[src/sv/bdq_pkg.sv]
// Shared types and constants for the bounded deque unit.
// No dependencies; imported by every module of the block.
`timescale 1ns / 1ps

package bdq_pkg;

  localparam int DEPTH  = 256;
  localparam int DATA_W = 32;
  localparam int PTR_W  = $clog2(DEPTH);
  localparam int CNT_W  = $clog2(DEPTH + 1);
  localparam int CAP_W  = 9;
  localparam int FUNC_W = 3;
  localparam int WORD_W = 32;

  localparam logic [CAP_W-1:0] CAP_RESET = CAP_W'(256);

  localparam logic [FUNC_W-1:0] FN_INS_FRONT = 3'd0;
  localparam logic [FUNC_W-1:0] FN_INS_BACK  = 3'd1;
  localparam logic [FUNC_W-1:0] FN_REM_FRONT = 3'd2;
  localparam logic [FUNC_W-1:0] FN_REM_BACK  = 3'd3;
  localparam logic [FUNC_W-1:0] FN_QUERY     = 3'd4;

  typedef struct packed {
    logic [FUNC_W-1:0]        func;
    logic signed [WORD_W-1:0] data_value;
  } in_t;

  typedef struct packed {
    logic                     accepted;
    logic signed [WORD_W-1:0] front_value;
    logic signed [WORD_W-1:0] back_value;
    logic [CAP_W-1:0]         entry_count;
    logic                     is_empty;
    logic                     is_full;
  } out_t;

  typedef enum logic [1:0] {
    ST_IDLE,
    ST_EXEC,
    ST_READ,
    ST_DONE
  } state_t;

  // controller -> datapath
  typedef struct packed {
    logic capture;
    logic exec;
    logic read;
    logic load;
  } cmd_t;

  // datapath -> controller
  typedef struct packed {
    logic out_free;
  } status_t;

endpackage

[src/sv/bdq_ctrl.sv]
// Sequencer for the bounded deque unit: capture, execute, read, deliver.
// Depends on bdq_pkg for the state and command types.
`timescale 1ns / 1ps

module bdq_ctrl (
  input  logic             clk,
  input  logic             rst_n,
  input  logic             in_valid,
  output logic             in_stall,
  input  bdq_pkg::status_t status,
  output bdq_pkg::cmd_t    cmd
);
  import bdq_pkg::*;

  state_t state_r, state_nxt;

  always_ff @(posedge clk) begin
    if (!rst_n) begin
      state_r <= ST_IDLE;
    end else begin
      state_r <= state_nxt;
    end
  end

  always_comb begin
    state_nxt = state_r;
    cmd       = '0;
    in_stall  = 1'b1;
    case (state_r)
      ST_IDLE: begin
        in_stall = 1'b0;
        if (in_valid) begin
          cmd.capture = 1'b1;
          state_nxt   = ST_EXEC;
        end
      end
      ST_EXEC: begin
        cmd.exec  = 1'b1;
        state_nxt = ST_READ;
      end
      ST_READ: begin
        cmd.read  = 1'b1;
        state_nxt = ST_DONE;
      end
      ST_DONE: begin
        // wait for the output register to drain
        if (status.out_free) begin
          cmd.load  = 1'b1;
          state_nxt = ST_IDLE;
        end
      end
      default: begin
        state_nxt = ST_IDLE;
      end
    endcase
  end

endmodule

[config.mk]
export PLATFORM = sky130hd
export DESIGN_NAME = bdq_ctrl
export DESIGN_NICKNAME = d
export VERILOG_FILES = /design/src/sv/bdq_pkg.sv /design/src/sv/bdq_ctrl.sv
export SDC_FILE = /design/constraint.sdc
export NUM_CORES = 1
export LEC_CHECK = 0
export BUFFER_PORTS_ARGS = -buffer_cell sky130_fd_sc_hd__buf_2
export CORE_AREA = 2 2 39 41
export CTS_CLUSTER_DIAMETER = 50
export CTS_CLUSTER_SIZE = 28
export DETAILED_ROUTE_END_ITERATION = 7
export DIE_AREA = 0 0 41 43
export PLACE_DENSITY = 0.39
export SYNTH_ARGS = -nofsm -noshare
export SYNTH_HDL_FRONTEND = slang
export SYNTH_SLANG_ARGS = --single-unit
export TNS_END_PERCENT = 30
[constraint.sdc]
create_clock -name clk -period 1.6 [get_ports clk]
set_clock_uncertainty 0.1 [all_clocks]
set_input_delay 0.24 -clock clk [delete_from_list [all_inputs] [get_ports clk]]
set_output_delay 0.24 -clock clk [all_outputs]
set_load 0.005 [all_outputs]
=== Word-level counts from Yosys, hierarchy flattened ===
Cells that the tools add are included.

* Flip-flop bits (word level): 2
* Input port bits: 4
* Output and inout bits: 5
* Logic and storage cells: 18

* Eq/ne operators: 5
* Mux-type cells: 10
* Reduce and logical (&&, ||, !) cells: 2

{| class="wikitable"
|+ Operators by type and width
! operator !! count
|-
| $pmux W2 S4 || 1
|-
| $mux W1 || 7
|-
| $eq A2 B2 Y1 const B || 2
|-
| $mux W2 || 2
|-
| $ne A2 B2 Y1 const B || 2
|-
| $eq A2 B1 Y1 const B || 1
|-
| $logic_not A2 Y1 || 1
|-
| $reduce_and A2 Y1 || 1
|}

=== Depth between registers and ports, before layout ===
* Word-level depth: 3
* Gate-level depth with buffers: 5
* Gate-level depth less buffers: 5

=== Worst setup path before layout ===
OpenSTA, ideal clock, no wires.

* Path kind: reg-to-reg
* Start: reg state_r[0]
* End: reg state_r[0]
* Setup time: 123 ps
* Arrival time: 904 ps
* Data required time: 1377 ps
* Setup slack: 473 ps
* Stages on the path, launching flop included: 6
* Path buffers: 0
* Clock period less this slack: 1127 ps
* Cell sequence: dfxtp_1 > inv_1 > ha_1 > inv_1 > o22ai_2 > mux2i_1

* Longest elaborated chain between the ends: 3
* Elaborated cells between the ends (all ways): 8
* Those cells by class: 5 x eq/ne; 1 x mux; 2 x reduce/logical

{| class="wikitable"
|+ Ends and longest elaborated chain
! element !! RTL line !! RTL
|-
| from (decl) || bdq_ctrl.sv:15 || <nowiki>state_t state_r, state_nxt;</nowiki>
|-
| from (signal assigned) || bdq_ctrl.sv:21 || <nowiki>state_r <= state_nxt;</nowiki>
|-
| $eq A2 B2 Y1 / $logic_not A2 Y1 (equally long branches) || bdq_ctrl.sv:29 || <nowiki>case (state_r)</nowiki>
|-
| $ne A2 B2 Y1 (no line) || -- ||
|-
| $reduce_and A2 Y1 (no line) || -- ||
|}

Several ways; a longest one is shown, not always the timed one.
A chain may end at the register's enable or synchronous reset.

==> metrics.txt <==
status=finished, final reports clean; WS Path Type=register to primary output; slew margin rel.=85.9%; CTS Buf Count=3; Synth area leader=ha_1; I/O pins=9; H-tree levels=1; Final Cycle Share=93.5%; crit-path leading delay family=flip-flops; CP max stage cell=dfxtp_1; Synth Instances=20; CTS tree=yes; Synth Net Count=29; P_sw=0.162 mW; CP Launch Type=register; routed wl met3=46 µm; Routed Antenna Nets=0; fin cells=47; antenna diode count=0; Seq pwr share=23.8%; Post-synth ARST share=0%; Met1 Wirelength=191 µm; # nets final=42; VDD IR max=757 µV; Die Ht=43 µm; Largest register FFs=2; max-slew violation count=0; WL/cell=7.21 µm; die span in x=41 µm; Longest Clk Path Bufs=2; ys flop type=dfxtp_1; Peak Freq=0.669 GHz; hold-fix buffers at CTS=0; Initial DRC Count=1; CP arrival=1.16 ns; Routed WL=339 µm; synth warn=0; num rows=14; placed cells=44; Critical Path RT=1.26 ns; Slew @ Worst Pin=0.212 ns; clock insertion delay at the later pin of the skew report=0.22 ns; Final Hold Viols=0; initial core utilization=13.0%; sequential share of the synthesized area=22.2%; Tot GR Track Use=5.01%; Post-CTS Resized=0; Vias/cell=3.40; Top Registers=state_r (2); routed wl met2=100 µm; leakage power total=0.140 nW; top-count cell post-synth=ha_1; largest cells by area after synthesis=ha_1 (35%), dfxtp_1 (22%), mux2i_1 (11%), inv_1 (8.3%), o22ai_2 (6.9%); vias post-DR=160; worst path bufs/invs=2; port bufs=8; Final Setup Violations=0; number of global-route vias before repair=153; Syn Std Cell Area=180 µm²; TritonRoute pass-1 iters=2; Hold Crit Class=primary input to register; combinational share of power=51.1%; minimum clock period=1.50 ns; die area=0.00176 mm²; largest net degree at the start of global routing=5; Tot Pwr=0.424 mW; worst-path fanout max=4; Worst path max stage delay=0.38 ns; CP endpoint kind=primary output; fillcell total=161; # Post-CTS Setup Buffers=0; switching portion of total power=38.2%; Area Overhead vs Synth=45.8%; initial antenna violation count=0; #FFs+latches synth=2; worst-path cell chain=inv_1, ha_1, and2_1, buf_2; number of flops mapped to enable cells by yosys=0; dpl hpwl=299 µm; fin util=19.0%; Num Clock Sinks=2; CORE AREA=0.00138 mm²; routability cong.=0.606; layout cells sized above 1=41.9%; clk root buf=clkbuf_4; highest metal used=met3; DR DRC count=0; power density over cell area=1610 mW/mm²; share of total power in the clock network=25.1%; grt ovf=0; Yosys top cell area share=34.7%; Setup TNS Final=0 ns; internal power=0.262 mW; RSZ-0062 raised after global routing=no; average size of a mapped cell=9.01 µm²; Max-cap violations=0; synth unique cells=9; Top reg by flops=state_r; most frequent cells after synthesis=ha_1 (5), inv_1 (4), nand2_1 (3); Worst-path clk slew=0.03 ns; first-pass GRT wire length=558 µm
[area by class of cell]
class	count	area [µm²]	area share, %
Clock buffer	3	22.5	8.57
Inverter	4	15.0	5.71
Multi-Input combinational cell	14	125	47.6
Sequential cell	2	40.0	15.2
Tap cell	16	20.0	7.62
Timing Repair Buffer	8	40.0	15.2
[power groups by stage]
stage          clock, mW  combinational, mW  sequential (mW)
2_1_floorplan          0              0.145           0.0940
3_3_place_gp           0              0.224            0.102
3_5_place_dp           0              0.222            0.102
4_1_cts            0.112              0.223            0.101
5_1_grt            0.117              0.253            0.104
6_report           0.106              0.217            0.101
[worst register-to-register path, stage by stage, from the launching register on]
cell	delay [ns]
dfxtp_1	0.38
inv_1	0.10
ha_1	0.22
inv_1	0.08
o22ai_2	0.09
mux2i_1	0.13
[through the flow]
step                      worst slack (ns)  area [µm²]  hold WS (ns)
after global placement               0.332         240         0.405
after CTS                           0.0917         263         0.209
after detailed placement             0.324         240         0.407
after floorplan                      0.473         180         0.286
after global routing                0.0434         263         0.225
final                                0.104         263         0.211
[final timing paths]
| path | startpoint | to | slack, ns | depth (start not counted) |
|---|---|---|---|---|
| worst max-delay path | state_r[0] | cmd[3] | 0.10 | 4 |
| worst min-delay path | rst_n | state_r[1] | 0.21 | 3 |
| worst max register to register | state_r[0] | state_r[0] | 0.38 | 5 |
| worst min register to register | state_r[1] | state_r[1] | 0.41 | 2 |
[placed cells by master, fill, tap and decap left out]
cell type / n
and2_1: 1
and2_2: 1
buf_2: 8
clkbuf_4: 3
dfxtp_1: 2
ha_1: 5
inv_1: 4
mux2i_1: 2
nand2_1: 3
o21ai_0: 1
o22ai_2: 1
[metal layers]
metal / up-vias / global-route usage [%]
li1: 86 / -
met1: 65 / 6.07
met2: 9 / 5.94
met3: 0 / 4.71
met4: 0 / 2.00
met5: - / 0
[logic make-up after synthesis]
| group | after synthesis | share of synthesized area, % |
|---|---|---|
| AOI/OAI and AO/OA | 2 | 9.72 |
| adders and majority gates | 5 | 34.7 |
| buffers and inverters | 4 | 8.33 |
| DFF | 2 | 22.2 |
| muxes | 2 | 11.1 |
| and+or+nand+nor | 5 | 13.9 |
Power figures use the tool's default switching activity.
